$ cat src/rktf_pkg.sv
// Package for the tape record framer: queue entry type, sequencer step codes
// and framing constants. No dependencies.
`timescale 1ns / 1ps
`default_nettype none
package rktf_pkg;

	localparam logic [7:0] SYNC_BYTE = 8'hE6;
	localparam logic [7:0] PAD_BYTE  = 8'h00;

	// One classified body byte, as the front hands it to the back.
	typedef struct packed {
		logic [7:0]  data_byte;
		logic        hdr;
		logic        last;
		logic [15:0] load_addr;
		logic [15:0] end_addr;
		logic [15:0] checksum;
	} cmd_t;

	typedef struct packed {
		logic full;
		logic empty;
	} q_stat_t;

	typedef enum logic [3:0] {
		STEP_IDLE,
		STEP_LOAD_HI,
		STEP_LOAD_LO,
		STEP_END_HI,
		STEP_END_LO,
		STEP_BODY,
		STEP_PAD0,
		STEP_PAD1,
		STEP_SYNC,
		STEP_CS_HI,
		STEP_CS_LO
	} step_t;

endpackage
`default_nettype wire

$ cat src/rktf_in_if.sv
// Input channel of the tape record framer: valid/ready plus one body byte.
// No dependencies.
`timescale 1ns / 1ps
`default_nettype none
interface rktf_in_if;
	logic       valid;
	logic       ready;
	logic [7:0] data_byte;
	logic       is_last;

	modport source (output valid, output data_byte, output is_last, input ready);
	modport sink (input valid, input data_byte, input is_last, output ready);
endinterface
`default_nettype wire

$ cat src/rktf_out_if.sv
// Output channel of the tape record framer: valid/ready plus one record byte.
// No dependencies.
`timescale 1ns / 1ps
`default_nettype none
interface rktf_out_if;
	logic       valid;
	logic       ready;
	logic [7:0] out_byte;
	logic       run_end;
	logic       record_end;

	modport source (output valid, output out_byte, output run_end, output record_end,
		input ready);
	modport sink (input valid, input out_byte, input run_end, input record_end,
		output ready);
endinterface
`default_nettype wire

$ cat src/rktf_front.sv
// Front of the tape record framer: accepts body bytes, tracks the record and
// the running checksum, and pushes classified commands. Uses rktf_pkg, rktf_in_if.
`timescale 1ns / 1ps
`default_nettype none
module rktf_front (
	input  wire                  clk,
	input  wire                  arst_n,
	rktf_in_if.sink              in_ch,
	input  wire [15:0]           load_address,
	input  wire [16:0]           body_length,
	input  rktf_pkg::q_stat_t    q_stat,
	output logic                 push,
	output rktf_pkg::cmd_t       push_cmd
);
	import rktf_pkg::*;

	logic        in_record_q;
	logic [15:0] sum_q;
	logic [15:0] base_sum;
	logic [15:0] end_addr;

	assign in_ch.ready = !q_stat.full;
	assign push        = in_ch.valid && in_ch.ready;

	// A record restarts the checksum at zero on its first byte.
	assign base_sum = in_record_q ? sum_q : 16'h0000;
	assign end_addr = load_address + body_length[15:0] - 16'd1;

	always_comb begin
		push_cmd.data_byte = in_ch.data_byte;
		push_cmd.hdr       = !in_record_q;
		push_cmd.last      = in_ch.is_last;
		push_cmd.load_addr = load_address;
		push_cmd.end_addr  = end_addr;
		// The last byte only touches the low checksum byte.
		push_cmd.checksum  = {base_sum[15:8], base_sum[7:0] + in_ch.data_byte};
	end

	always_ff @(posedge clk or negedge arst_n) begin
		if (!arst_n) begin
			in_record_q <= 1'b0;
			sum_q       <= 16'h0000;
		end else if (push) begin
			if (in_ch.is_last) begin
				in_record_q <= 1'b0;
				sum_q       <= 16'h0000;
			end else begin
				in_record_q <= 1'b1;
				sum_q       <= base_sum + {in_ch.data_byte, in_ch.data_byte};
			end
		end
	end
endmodule
`default_nettype wire

$ cat src/rktf_queue.sv
// Short command queue between front and back of the tape record framer.
// Uses rktf_pkg.
`timescale 1ns / 1ps
`default_nettype none
module rktf_queue #(
	parameter int DEPTH = 4
) (
	input  wire                  clk,
	input  wire                  arst_n,
	input  wire                  push,
	input  rktf_pkg::cmd_t       push_cmd,
	input  wire                  pop,
	output rktf_pkg::cmd_t       head_cmd,
	output rktf_pkg::q_stat_t    q_stat
);
	import rktf_pkg::*;

	localparam int PTR_W = $clog2(DEPTH);
	localparam int CNT_W = $clog2(DEPTH + 1);

	cmd_t             mem_q [DEPTH];
	logic [PTR_W-1:0] wr_ptr_q;
	logic [PTR_W-1:0] rd_ptr_q;
	logic [CNT_W-1:0] count_q;

	assign q_stat.full  = (count_q == CNT_W'(DEPTH));
	assign q_stat.empty = (count_q == '0);
	assign head_cmd     = mem_q[rd_ptr_q];

	always_ff @(posedge clk) begin
		if (push) begin
			mem_q[wr_ptr_q] <= push_cmd;
		end
	end

	always_ff @(posedge clk or negedge arst_n) begin
		if (!arst_n) begin
			wr_ptr_q <= '0;
			rd_ptr_q <= '0;
			count_q  <= '0;
		end else begin
			if (push) begin
				wr_ptr_q <= (wr_ptr_q == PTR_W'(DEPTH - 1)) ? '0 : wr_ptr_q + PTR_W'(1);
			end
			if (pop) begin
				rd_ptr_q <= (rd_ptr_q == PTR_W'(DEPTH - 1)) ? '0 : rd_ptr_q + PTR_W'(1);
			end
			if (push && !pop) begin
				count_q <= count_q + CNT_W'(1);
			end else if (pop && !push) begin
				count_q <= count_q - CNT_W'(1);
			end
		end
	end
endmodule
`default_nettype wire

$ cat src/rktf_back.sv
// Back of the tape record framer: steps through header, body and footer bytes
// of each command into the output register. Uses rktf_pkg, rktf_out_if.
`timescale 1ns / 1ps
`default_nettype none
module rktf_back (
	input  wire                  clk,
	input  wire                  arst_n,
	input  rktf_pkg::cmd_t       head_cmd,
	input  rktf_pkg::q_stat_t    q_stat,
	output logic                 pop,
	rktf_out_if.source           out_ch
);
	import rktf_pkg::*;

	step_t      step_q;
	step_t      step_d;
	step_t      cur;
	logic       advance;
	logic       emit;
	logic       final_step;
	logic [7:0] byte_d;
	logic       valid_q;
	logic [7:0] byte_q;
	logic       run_end_q;
	logic       record_end_q;

	assign advance           = !valid_q || out_ch.ready;
	assign emit              = advance && !q_stat.empty;
	assign out_ch.valid      = valid_q;
	assign out_ch.out_byte   = byte_q;
	assign out_ch.run_end    = run_end_q;
	assign out_ch.record_end = record_end_q;

	always_comb begin
		if (step_q == STEP_IDLE) begin
			cur = head_cmd.hdr ? STEP_LOAD_HI : STEP_BODY;
		end else begin
			cur = step_q;
		end
		final_step = (cur == STEP_CS_LO) || (cur == STEP_BODY && !head_cmd.last);
		pop        = emit && final_step;
		step_d     = step_q;
		byte_d     = PAD_BYTE;
		unique case (cur)
			STEP_LOAD_HI: begin byte_d = head_cmd.load_addr[15:8]; step_d = STEP_LOAD_LO; end
			STEP_LOAD_LO: begin byte_d = head_cmd.load_addr[7:0];  step_d = STEP_END_HI; end
			STEP_END_HI:  begin byte_d = head_cmd.end_addr[15:8];  step_d = STEP_END_LO; end
			STEP_END_LO:  begin byte_d = head_cmd.end_addr[7:0];   step_d = STEP_BODY; end
			STEP_BODY: begin
				byte_d = head_cmd.data_byte;
				step_d = head_cmd.last ? STEP_PAD0 : STEP_IDLE;
			end
			STEP_PAD0:    begin byte_d = PAD_BYTE;                step_d = STEP_PAD1; end
			STEP_PAD1:    begin byte_d = PAD_BYTE;                step_d = STEP_SYNC; end
			STEP_SYNC:    begin byte_d = SYNC_BYTE;               step_d = STEP_CS_HI; end
			STEP_CS_HI:   begin byte_d = head_cmd.checksum[15:8]; step_d = STEP_CS_LO; end
			STEP_CS_LO:   begin byte_d = head_cmd.checksum[7:0];  step_d = STEP_IDLE; end
			default:      begin byte_d = PAD_BYTE;                step_d = STEP_IDLE; end
		endcase
		if (!emit) begin
			step_d = step_q;
		end
	end

	always_ff @(posedge clk or negedge arst_n) begin
		if (!arst_n) begin
			step_q  <= STEP_IDLE;
			valid_q <= 1'b0;
		end else begin
			step_q <= step_d;
			if (advance) begin
				valid_q <= !q_stat.empty;
			end
		end
	end

	always_ff @(posedge clk) begin
		if (emit) begin
			byte_q       <= byte_d;
			run_end_q    <= final_step;
			record_end_q <= (cur == STEP_CS_LO);
		end
	end
endmodule
`default_nettype wire

$ cat src/rk_tape_record_framer.sv
// Top level of the tape record framer: APB registers, front, queue and back.
// Depends on rktf_pkg, rktf_in_if, rktf_out_if, rktf_front, rktf_queue, rktf_back.
`timescale 1ns / 1ps
`default_nettype none
// Frames body bytes into a tape record: a 4-byte header (load address, end
// address, high byte first) ahead of the first byte, the bytes themselves, and
// after the byte marked is_last the footer 00 00 E6 and the 16-bit checksum.
// Each request on the input yields one to ten output bytes, one per cycle; the
// output port sets the pace, so a body byte inside a record yields one output byte, a
// record's first byte five and its last byte six. A queue of QUEUE_DEPTH
// commands lets the input run ahead while the back emits header and footer.
// Registers: load_address at 0x0, body_length at 0x4; write them only while
// the block is idle, a header takes the values present at its first byte.
module rk_tape_record_framer #(
	parameter int QUEUE_DEPTH = 4
) (
	input  wire         clk,
	input  wire         arst_n,
	input  wire         psel,
	input  wire         penable,
	input  wire         pwrite,
	input  wire [2:0]   paddr,
	input  wire [31:0]  pwdata,
	output logic [31:0] prdata,
	output logic        pready,
	rktf_in_if.sink     in_ch,
	rktf_out_if.source  out_ch
);
	import rktf_pkg::*;

	localparam logic REG_LOAD   = 1'b0;
	localparam logic REG_LENGTH = 1'b1;

	logic [15:0] load_q;
	logic [16:0] length_q;
	logic        wr_en;
	logic        push;
	logic        pop;
	cmd_t        push_cmd;
	cmd_t        head_cmd;
	q_stat_t     q_stat;

	assign pready = 1'b1;
	assign wr_en  = psel && penable && pwrite && pready;

	always_comb begin
		unique case (paddr[2])
			REG_LOAD:   prdata = {16'h0000, load_q};
			REG_LENGTH: prdata = {15'h0000, length_q};
			default:    prdata = 32'h0000_0000;
		endcase
	end

	always_ff @(posedge clk or negedge arst_n) begin
		if (!arst_n) begin
			load_q   <= 16'h0000;
			length_q <= 17'd1;
		end else if (wr_en) begin
			if (paddr[2] == REG_LOAD) begin
				load_q <= pwdata[15:0];
			end else begin
				length_q <= pwdata[16:0];
			end
		end
	end

	rktf_front u_front (
		.clk          (clk),
		.arst_n       (arst_n),
		.in_ch        (in_ch),
		.load_address (load_q),
		.body_length  (length_q),
		.q_stat       (q_stat),
		.push         (push),
		.push_cmd     (push_cmd)
	);

	rktf_queue #(
		.DEPTH (QUEUE_DEPTH)
	) u_queue (
		.clk      (clk),
		.arst_n   (arst_n),
		.push     (push),
		.push_cmd (push_cmd),
		.pop      (pop),
		.head_cmd (head_cmd),
		.q_stat   (q_stat)
	);

	rktf_back u_back (
		.clk      (clk),
		.arst_n   (arst_n),
		.head_cmd (head_cmd),
		.q_stat   (q_stat),
		.pop      (pop),
		.out_ch   (out_ch)
	);

	// The checksum low byte always closes the run of its request.
	a_rec_end_run_end: assert property (@(posedge clk) disable iff (!arst_n)
		out_ch.valid && out_ch.record_end |-> out_ch.run_end)
		else $error("record_end without run_end");

	// A record is at least ten bytes long, so two record ends never follow.
	a_rec_end_spacing: assert property (@(posedge clk) disable iff (!arst_n)
		out_ch.valid && out_ch.ready && out_ch.record_end
		|=> !(out_ch.valid && out_ch.record_end))
		else $error("record ends on consecutive bytes");

	a_queue_stat: assert property (@(posedge clk) disable iff (!arst_n)
		!(q_stat.full && q_stat.empty))
		else $error("queue reports full and empty");

	// Nothing leaves the queue that was not handed over by the front.
	a_pop_nonempty: assert property (@(posedge clk) disable iff (!arst_n)
		pop |-> !q_stat.empty)
		else $error("pop from empty queue");
endmodule
`default_nettype wire

$ cat src/flat_wrapper.sv
// flat-port wrapper written by rule: the top's interface ports become plain ports
module rk_tape_record_framer_flat import rktf_pkg::*;
#(
	parameter int QUEUE_DEPTH = 4
)
  (clk, arst_n, psel, penable, pwrite, paddr, pwdata, prdata, pready, in_ch_valid, in_ch_data_byte, in_ch_is_last, in_ch_ready, out_ch_valid, out_ch_out_byte, out_ch_run_end, out_ch_record_end, out_ch_ready);
  rktf_in_if in_ch_i ();
  rktf_out_if out_ch_i ();
  input  wire clk;
  input  wire arst_n;
  input  wire psel;
  input  wire penable;
  input  wire pwrite;
  input  wire [2:0] paddr;
  input  wire [31:0] pwdata;
  output logic [31:0] prdata;
  output logic pready;
  input wire logic [$bits(in_ch_i.valid)-1:0] in_ch_valid;
  input wire logic [$bits(in_ch_i.data_byte)-1:0] in_ch_data_byte;
  input wire logic [$bits(in_ch_i.is_last)-1:0] in_ch_is_last;
  output wire logic [$bits(in_ch_i.ready)-1:0] in_ch_ready;
  output wire logic [$bits(out_ch_i.valid)-1:0] out_ch_valid;
  output wire logic [$bits(out_ch_i.out_byte)-1:0] out_ch_out_byte;
  output wire logic [$bits(out_ch_i.run_end)-1:0] out_ch_run_end;
  output wire logic [$bits(out_ch_i.record_end)-1:0] out_ch_record_end;
  input wire logic [$bits(out_ch_i.ready)-1:0] out_ch_ready;
  assign in_ch_i.valid = in_ch_valid;
  assign in_ch_i.data_byte = in_ch_data_byte;
  assign in_ch_i.is_last = in_ch_is_last;
  assign in_ch_ready = in_ch_i.ready;
  assign out_ch_valid = out_ch_i.valid;
  assign out_ch_out_byte = out_ch_i.out_byte;
  assign out_ch_run_end = out_ch_i.run_end;
  assign out_ch_record_end = out_ch_i.record_end;
  assign out_ch_i.ready = out_ch_ready;
  rk_tape_record_framer #(.QUEUE_DEPTH(QUEUE_DEPTH)) u_core (.clk(clk), .arst_n(arst_n), .psel(psel), .penable(penable), .pwrite(pwrite), .paddr(paddr), .pwdata(pwdata), .prdata(prdata), .pready(pready), .in_ch(in_ch_i), .out_ch(out_ch_i));
endmodule
$ cat config.mk
export PLATFORM = sky130hd
export DESIGN_NAME = rk_tape_record_framer_flat
export DESIGN_NICKNAME = d
export VERILOG_FILES = /design/src/rktf_pkg.sv /design/src/rktf_in_if.sv /design/src/rktf_out_if.sv /design/src/rktf_front.sv /design/src/rktf_queue.sv /design/src/rktf_back.sv /design/src/rk_tape_record_framer.sv /design/src/flat_wrapper.sv
export SDC_FILE = /design/constraint.sdc
export NUM_CORES = 1
export LEC_CHECK = 0
export ABC_CLOCK_PERIOD_IN_PS = 4300
export BUFFER_PORTS_ARGS = -buffer_cell sky130_fd_sc_hd__buf_4
export CORE_UTILIZATION = 40
export DETAILED_ROUTE_END_ITERATION = 16
export HOLD_SLACK_MARGIN = 0.02
export PLACE_DENSITY = 0.66
export SLEW_MARGIN = 10
export SYNTH_ARGS = -nofsm -noshare
export SYNTH_HDL_FRONTEND = slang
export SYNTH_SLANG_ARGS = --single-unit
$ cat constraint.sdc
create_clock -name clk -period 4.3 [get_ports clk]
set_clock_uncertainty 0.2 [all_clocks]
set_input_delay 0.86 -clock clk [delete_from_list [all_inputs] [get_ports clk]]
set_output_delay 0.86 -clock clk [all_outputs]
set_load 0.005 [all_outputs]
==> results.py, run 1 <==
metrics = {
    "clock_network": {
        "cts_sinks": 304,
        "cts_max_path_buffers": 3,
        "clockRootBuffer": "clkbuf_16",
        "cts_tree": "built",
        "clk_pin_slew_ps": 60,
        "post_cts_buffers": 0,
        "htreeDepth": 1,
        "cts_hold_buf": 0,
        "numCtsBuffers": 30,
        "ctsResizeCount": 0,
        "clk_latency_ps": 560,
    },
    "sta": {
        "rsz0062_at_grt": "no",
        "worst_slew_pin_slew_ps": 908,
        "drv_slew": 0,
        "finalSetupTns_ps": 0,
        "layout_setup_ws_ps": 1080,
        "hold_viol": 0,
        "setup_viol": 0,
        "fmax_mhz": 310,
        "min_period_over_period_pct": 75.0,
        "period_minus_slack_ps": 3220,
        "slew_headroom_pct": 39.4,
    },
    "power_and_ir_drop": {
        "ir_drop_v": 0.000380,
        "p_switching_w": 0.00364,
        "powerDensity_nw_per_um2": 701,
        "netSwitchingFraction_pct": 32.8,
        "leakage_nw": 5.98,
        "pwr-share-seq_pct": 42.5,
        "power_frac_comb_pct": 34.6,
        "clockPowerShare_pct": 22.9,
        "internal-power_w": 0.00745,
    },
    "logic_synthesis": {
        "yosys-top-cells-count": "edfxtp_1, inv_1, dfrtp_1",
        "yosys_warnings": 0,
        "synthMostInstantiatedCell": "edfxtp_1",
        "synth.area.top_cells": "edfxtp_1, dfrtp_1, mux4_2, ha_1, mux2_2",
        "async_flop_share_pct": 20.4,
        "avgSynthCellArea_um2": 15.0,
        "synth_top_area_share_pct": 52.3,
        "synth_edf_count": 242,
        "syn_inst": 925,
        "synth_top_area_cell": "edfxtp_1",
        "seq_area_frac_synth_pct": 63.5,
        "ys_ff_latch": 304,
        "synth_flop_cell": "edfxtp_1",
        "synth_area_um2": 13900,
        "synth_cell_type_count": 68,
    },
    "place": {
        "gp_congestion": 0.848,
        "post-place-ws_ps": 862,
        "dpl.cell_count": 1416,
        "hpwl_um": 18600,
        "portBuffers": 62,
    },
    "global_route": {
        "grt_pass1_vias": 7763,
        "antenna_found_initial": 0,
        "grt_pass1_wl_um": 44000,
        "grt_max_degree": 63,
        "overflow": 0,
        "track_usage_pct": 16.0,
    },
    "setup_path": {
        "slowest_delay_ps": 610,
        "cp_num_buf_inv": 1,
        "path_cells": "and2_1 -> ha_1 -> inv_1 -> fa_1 -> nor2b_1 -> o21a_1 -> o21ai_1 -> a2111oi_0 -> nor4_1 -> o41ai_2",
        "criticalPathCategory": "reg2reg",
        "cp.arrival_ps": 3470,
        "critPathMaxFanout": 11,
        "cpLargestDelayFamily": "compound AO/OA/AOI/OAI gates",
        "cp-end-kind": "flip-flop",
        "crit_slowest_cell": "a2111oi_0",
        "worstSetupStartpointType": "flip-flop",
        "cp.required_ps": 4540,
    },
    "drt": {
        "vias": 7874,
        "routedWlPerCell_um": 19.3,
        "drt_iter0_drc": 549,
        "drc": 0,
        "ant_nets": 0,
        "routed_wirelength_um": 28400,
        "firstDrtPassIters": 5,
        "via_per_inst": 5.35,
    },
    "floorplanning": {
        "die_area_um2": 35500,
        "row_count": 67,
        "coreArea_um2": 33900,
        "die_w_um": 188,
        "fp.dieH_um": 188,
        "top_level_ports": 96,
        "start_util_pct": 41.0,
    },
    "run_status": {
        "status": "finished, final reports clean",
    },
    "layout": {
        "layoutNonFillerInstCount": 1472,
        "drive_gt1_share_pct": 22.9,
        "insertedDiodeCount": 0,
        "fillerInstances": 2959,
        "nets": 1104,
        "area_growth_syn_to_layout_pct": 13.9,
    },
    "flow_run": {
        "max-cap-violations": 0,
    },
    "hold_path": {
        "hold_class": "in2async",
    },
}
[sequential cells by signal, summed over array words and instances, names as in the netlist, 3 cells and up]
name	count
u_core.load_q	16
u_core.u_front.sum_q	16
u_core.u_queue.mem_q	232
u_core.u_queue.count_q	3
u_core.u_back.out_ch.out_byte	8
u_core.u_back.step_q	4
u_core.length_q	17
[per-layer routing]
metal	part of all wire, %	global-route usage [%]
met5	0	0
met2	50	27.6
met3	4.6	1.90
met4	1.7	3.88
met1	43	21.5
[kinds of logic after synthesis]
logic type,Yosys count,share of synthesized area (%)
xor gates and xnor gates,22,1.39
and+or+nand+nor,162,5.91
AOI/OAI and AO/OA,150,7.32
adders and majority gates,53,4.94
buffers and inverters,133,4.17
other,2,0.0541
muxes,99,12.7
DFF,304,63.5
[path summary, 6_finish.rpt]
path | start | to | slack (ps) | depth (start not counted)
setup / recovery | u_core.u_front.in_record_q$_DFFE_PN0P_ | u_core.u_front.sum_q[12]$_DFFE_PN0P_ | 1080 | 10
min in group clk | u_core.u_front.sum_q[0]$_DFFE_PN0P_ | u_core.u_front.sum_q[0]$_DFFE_PN0P_ | 270 | 2
hold reg to reg | u_core.u_front.sum_q[0]$_DFFE_PN0P_ | u_core.u_front.sum_q[0]$_DFFE_PN0P_ | 270 | 2
max in group asynchronous | arst_n | u_core.u_queue.rd_ptr_q[0]$_DFFE_PN0P_ | 2960 | 1
hold / removal | arst_n | u_core.u_front.sum_q[6]$_DFFE_PN0P_ | 200 | 1
setup reg to reg | u_core.u_front.in_record_q$_DFFE_PN0P_ | u_core.u_front.sum_q[12]$_DFFE_PN0P_ | 1080 | 10
[stage by stage]
stage	util, %	total power [W]	hold WS (ps)	cell area, um2
3_3_place_gp	43.9	0.00855	245	14900
2_1_floorplan	-	0.00738	231	13900
4_1_cts	46.7	0.0112	261	15800
3_5_place_dp	43.9	0.00866	259	14900
5_1_grt	46.7	0.0117	253	15800
6_report	46.7	0.0111	198	15800
[area by class of cell]
| class | instances | area [um2] | area share [%] |
|---|---|---|---|
| Multi-Input combinational cell | 502 | 4550 | 28.7 |
| Sequential cell | 304 | 8820 | 55.8 |
| Clock inverter | 14 | 138 | 0.870 |
| Clock buffer | 42 | 826 | 5.22 |
| Timing Repair Buffer | 78 | 611 | 3.86 |
| Inverter | 84 | 315 | 1.99 |
| Tap cell | 448 | 561 | 3.54 |
[power groups by stage]
stage,sequential (W),combinational [W],clock [W]
2_1_floorplan,0.00465,0.00273,0
3_3_place_gp,0.00474,0.00381,0
3_5_place_dp,0.00478,0.00388,0
4_1_cts,0.00472,0.00390,0.00259
5_1_grt,0.00479,0.00421,0.00270
6_report,0.00472,0.00384,0.00254
[cell usage in the layout (no fill, tap or decap), types with 10 or more instances in the layout]
cell | Yosys | routed
dfrtp_1 | 61 | 59
a21oi_1 | 37 | 37
mux2_2 | 36 | 36
and2_1 | 18 | 18
nor2b_1 | 10 | 10
ha_1 | 50 | 50
o21ai_0 | 34 | 34
buf_4 | 17 | 76
xor2_1 | 10 | 10
edfxtp_1 | 242 | 242
nor2_1 | 23 | 23
inv_1 | 83 | 83
conb_1 | 2 | 16
nor3_1 | 14 | 14
nand2_1 | 53 | 53
mux4_2 | 58 | 58
xnor2_1 | 12 | 12
clkbuf_16 | 0 | 30
a21o_1 | 12 | 12
(Power assumes the default switching activity.)
==> run 2: changes to the inputs <==
- ABC_AREA: default -> 1
- ABC_CLOCK_PERIOD_IN_PS: 4300 -> 2800
- PLACE_DENSITY: 0.66 -> 0.68
- clock period: 4.3 -> 2.8 ns (I/O delays scaled with it)
==> run 2 against run 1 <==
  * Fmax increased by 24%
  * Power increased by 54%
  * Final area increased by 2.4%
  * Critical path depth decreased by 1
  * Register-to-register slack got worse by 880 ps
  * Highest routed layer unchanged
==> results.py, run 2 <==
metrics = {
    "drt": {
        "routedWlPerCell_um": 16.6,
        "drc": 0,
        "via_per_inst": 5.11,
        "vias": 9876,
        "drt_iter0_drc": 889,
        "firstDrtPassIters": 6,
        "ant_nets": 0,
        "routed_wirelength_um": 32200,
    },
    "logic_synthesis": {
        "yosys_warnings": 0,
        "synth_cell_type_count": 43,
        "syn_inst": 1388,
        "yosys-top-cells-count": "nand2_1, edfxtp_1, o21ai_0",
        "async_flop_share_pct": 20.4,
        "seq_area_frac_synth_pct": 61.9,
        "synth_top_area_cell": "edfxtp_1",
        "synth_area_um2": 14300,
        "synth_top_area_share_pct": 51.0,
        "synth.area.top_cells": "edfxtp_1, dfrtp_1, nand2_1, o21ai_0, ha_1",
        "synth_flop_cell": "edfxtp_1",
        "synth_edf_count": 242,
        "ys_ff_latch": 304,
        "synthMostInstantiatedCell": "nand2_1",
        "avgSynthCellArea_um2": 10.3,
    },
    "layout": {
        "layoutNonFillerInstCount": 1933,
        "ff_latch_area_um2": 8830,
        "regMostFlops": "u_core.u_queue.mem_q",
        "drive_gt1_share_pct": 10.9,
        "nets": 1560,
        "top_regs": "u_core.u_queue.mem_q: 232 flops, u_core.length_q: 17 flops",
        "multi_input_area_um2": 4490,
        "final_common_cell": "nand2_1",
        "largest_register_ffs": 232,
        "fin_area_um2": 16200,
        "final_cell_mix": "nand2_1, edfxtp_1, o21ai_0",
        "fillerInstances": 3133,
        "area_growth_syn_to_layout_pct": 13.7,
        "insertedDiodeCount": 0,
    },
    "setup_path": {
        "cp.arrival_ps": 2680,
        "crit_slowest_cell": "dfrtp_1",
        "criticalPathCategory": "reg2reg",
        "critPathMaxFanout": 12,
        "cp.required_ps": 2880,
        "path_cells": "nand2_1 -> inv_1 -> ha_1 -> a21oi_1 -> inv_1 -> nor2_1 -> nand2_1 -> or2_0 -> and2_1",
        "cp-end-kind": "flip-flop",
        "rrSetupSlack_ps": 200,
        "slowest_delay_ps": 630,
        "worstSetupStartpointType": "flip-flop",
    },
    "place": {
        "post-place-ws_ps": 126,
        "dpl.cell_count": 1874,
        "gp_congestion": 0.877,
        "postPlaceCellArea_um2": 15200,
        "hpwl_um": 20700,
        "portBuffers": 62,
    },
    "sta": {
        "period_minus_slack_ps": 2600,
        "fmax_mhz": 385,
        "hold_viol": 0,
        "drv_slew": 0,
        "layout_setup_ws_ps": 200,
        "min_period_over_period_pct": 92.9,
        "slew_headroom_pct": 32.1,
        "worst_slew_pin_slew_ps": 1010,
        "setup_viol": 0,
    },
    "clock_network": {
        "clk_pin_slew_ps": 70,
        "cts_tree": "built",
        "numCtsBuffers": 29,
        "htreeDepth": 1,
        "clockRootBuffer": "clkbuf_16",
        "cts_sinks": 304,
        "clk_latency_ps": 560,
        "cts_max_path_buffers": 3,
    },
    "global_route": {
        "grt_max_degree": 75,
        "antenna_found_initial": 0,
        "grt_pass1_wl_um": 50700,
        "track_usage_pct": 17.7,
        "grt_pass1_vias": 9317,
        "overflow": 0,
    },
    "floorplanning": {
        "die_area_um2": 36400,
        "start_util_pct": 41.0,
        "coreArea_um2": 34800,
        "top_level_ports": 96,
        "fp.dieH_um": 191,
        "die_w_um": 191,
        "row_count": 68,
    },
    "hold_path": {
        "hold_class": "in2reg",
    },
    "flow_run": {
        "max-cap-violations": 0,
    },
    "power_and_ir_drop": {
        "powerDensity_nw_per_um2": 1060,
        "p_total_w": 0.0171,
        "ir_drop_v": 0.000756,
        "leakage_nw": 6.77,
    },
    "run_status": {
        "status": "finished, final reports clean",
    },
}
## run 2: cell count changes after synthesis, sizes merged, moves of 16 or more
cell / previous run / this run
nand3: 8 / 49
nor2: 23 / 153
nand2: 54 / 272
mux4: 58 / 0
and2: 18 / 2
inv: 84 / 159
buf: 29 / 46
o21ai: 38 / 179
o22ai: 5 / 46
mux2: 37 / 1
## run 2: per-stage QoR
step / util, % / hold WS, ps / TNS (ps)
after floorplan: - / 64.4 / -54890
after global placement: 43.8 / 264 / 0
after detailed placement: 43.8 / 267 / 0
after CTS: 46.5 / 39.4 / 0
after global routing: 46.6 / 43.8 / -2.41
final: 46.6 / 48.9 / 0
## run 2: where the power goes
group	total (W)	switching, W	internal [W]
Sequential	0.00707	0.000432	0.00664
Combinational	0.00621	0.00421	0.00200
Clock	0.00383	0.00165	0.00218
## run 2: worst max-delay path: cells and delay by family, from the launching register on
| family | cells | cell delay [ps] |
|---|---|---|
| adder cells (fa/ha/maj) | 1 | 260 |
| AO/OA/AOI/OAI | 1 | 250 |
| flip-flops | 1 | 630 |
| buffers and inverters | 2 | 150 |
| AND/OR/NAND/NOR | 5 | 820 |
## run 2: timing repair
| action | in CTS | in global routing |
|---|---|---|
| setup buffers | 0 | 3 |
| endpoints found under the hold margin | 31 | 0 |
| hold buffers | 3 | 0 |
| gates resized for setup | 0 | 3 |
| endpoints found under the setup margin | 0 | 13 |
## run 2: kinds of logic after synthesis
| group | count (synthesis) | synth area share, % |
|---|---|---|
| simple gates | 499 | 14.2 |
| fa+ha+maj | 53 | 4.81 |
| xor+xnor | 21 | 1.29 |
| mux | 1 | 0.0790 |
| other cells | 2 | 0.0527 |
| compound gates | 276 | 10.3 |
| buf+inv | 232 | 7.32 |
| flops | 304 | 61.9 |
## run 2: worst paths after layout
path | from | endpoint | cells after the start
worst min-delay path | in_ch_data_byte[7] | u_core.u_queue.mem_q[2][57]$_DFFE_PP_ | 1
worst max register to register | u_core.u_front.in_record_q$_DFFE_PN0P_ | u_core.u_queue.mem_q[2][7]$_DFFE_PP_ | 9
worst max-delay path | u_core.u_front.in_record_q$_DFFE_PN0P_ | u_core.u_queue.mem_q[2][7]$_DFFE_PP_ | 9
max in group asynchronous | arst_n | u_core.length_q[0]$_DFFE_PN1P_ | 3
worst min register to register | u_core.u_front.sum_q[7]$_DFFE_PN0P_ | u_core.u_front.sum_q[7]$_DFFE_PN0P_ | 2
min in group asynchronous | arst_n | u_core.u_front.sum_q[15]$_DFFE_PN0P_ | 2
## run 2: cell type report
cell class	instances	area share [%]
clock inverters	17	1.02
multi-input cells	866	27.7
well taps	455	3.51
clock buffers	36	4.64
flip-flops and latches	304	54.5
inverters	161	3.74
repair buffers	94	4.94
## run 2: layer usage
layer	GRT usage [%]	up-vias	wire length (um)
met2	29.3	296	15300
met5	0	-	0
met1	24.9	4721	14300
li1	-	4811	-
met4	4.34	0	640
met3	1.91	48	1870
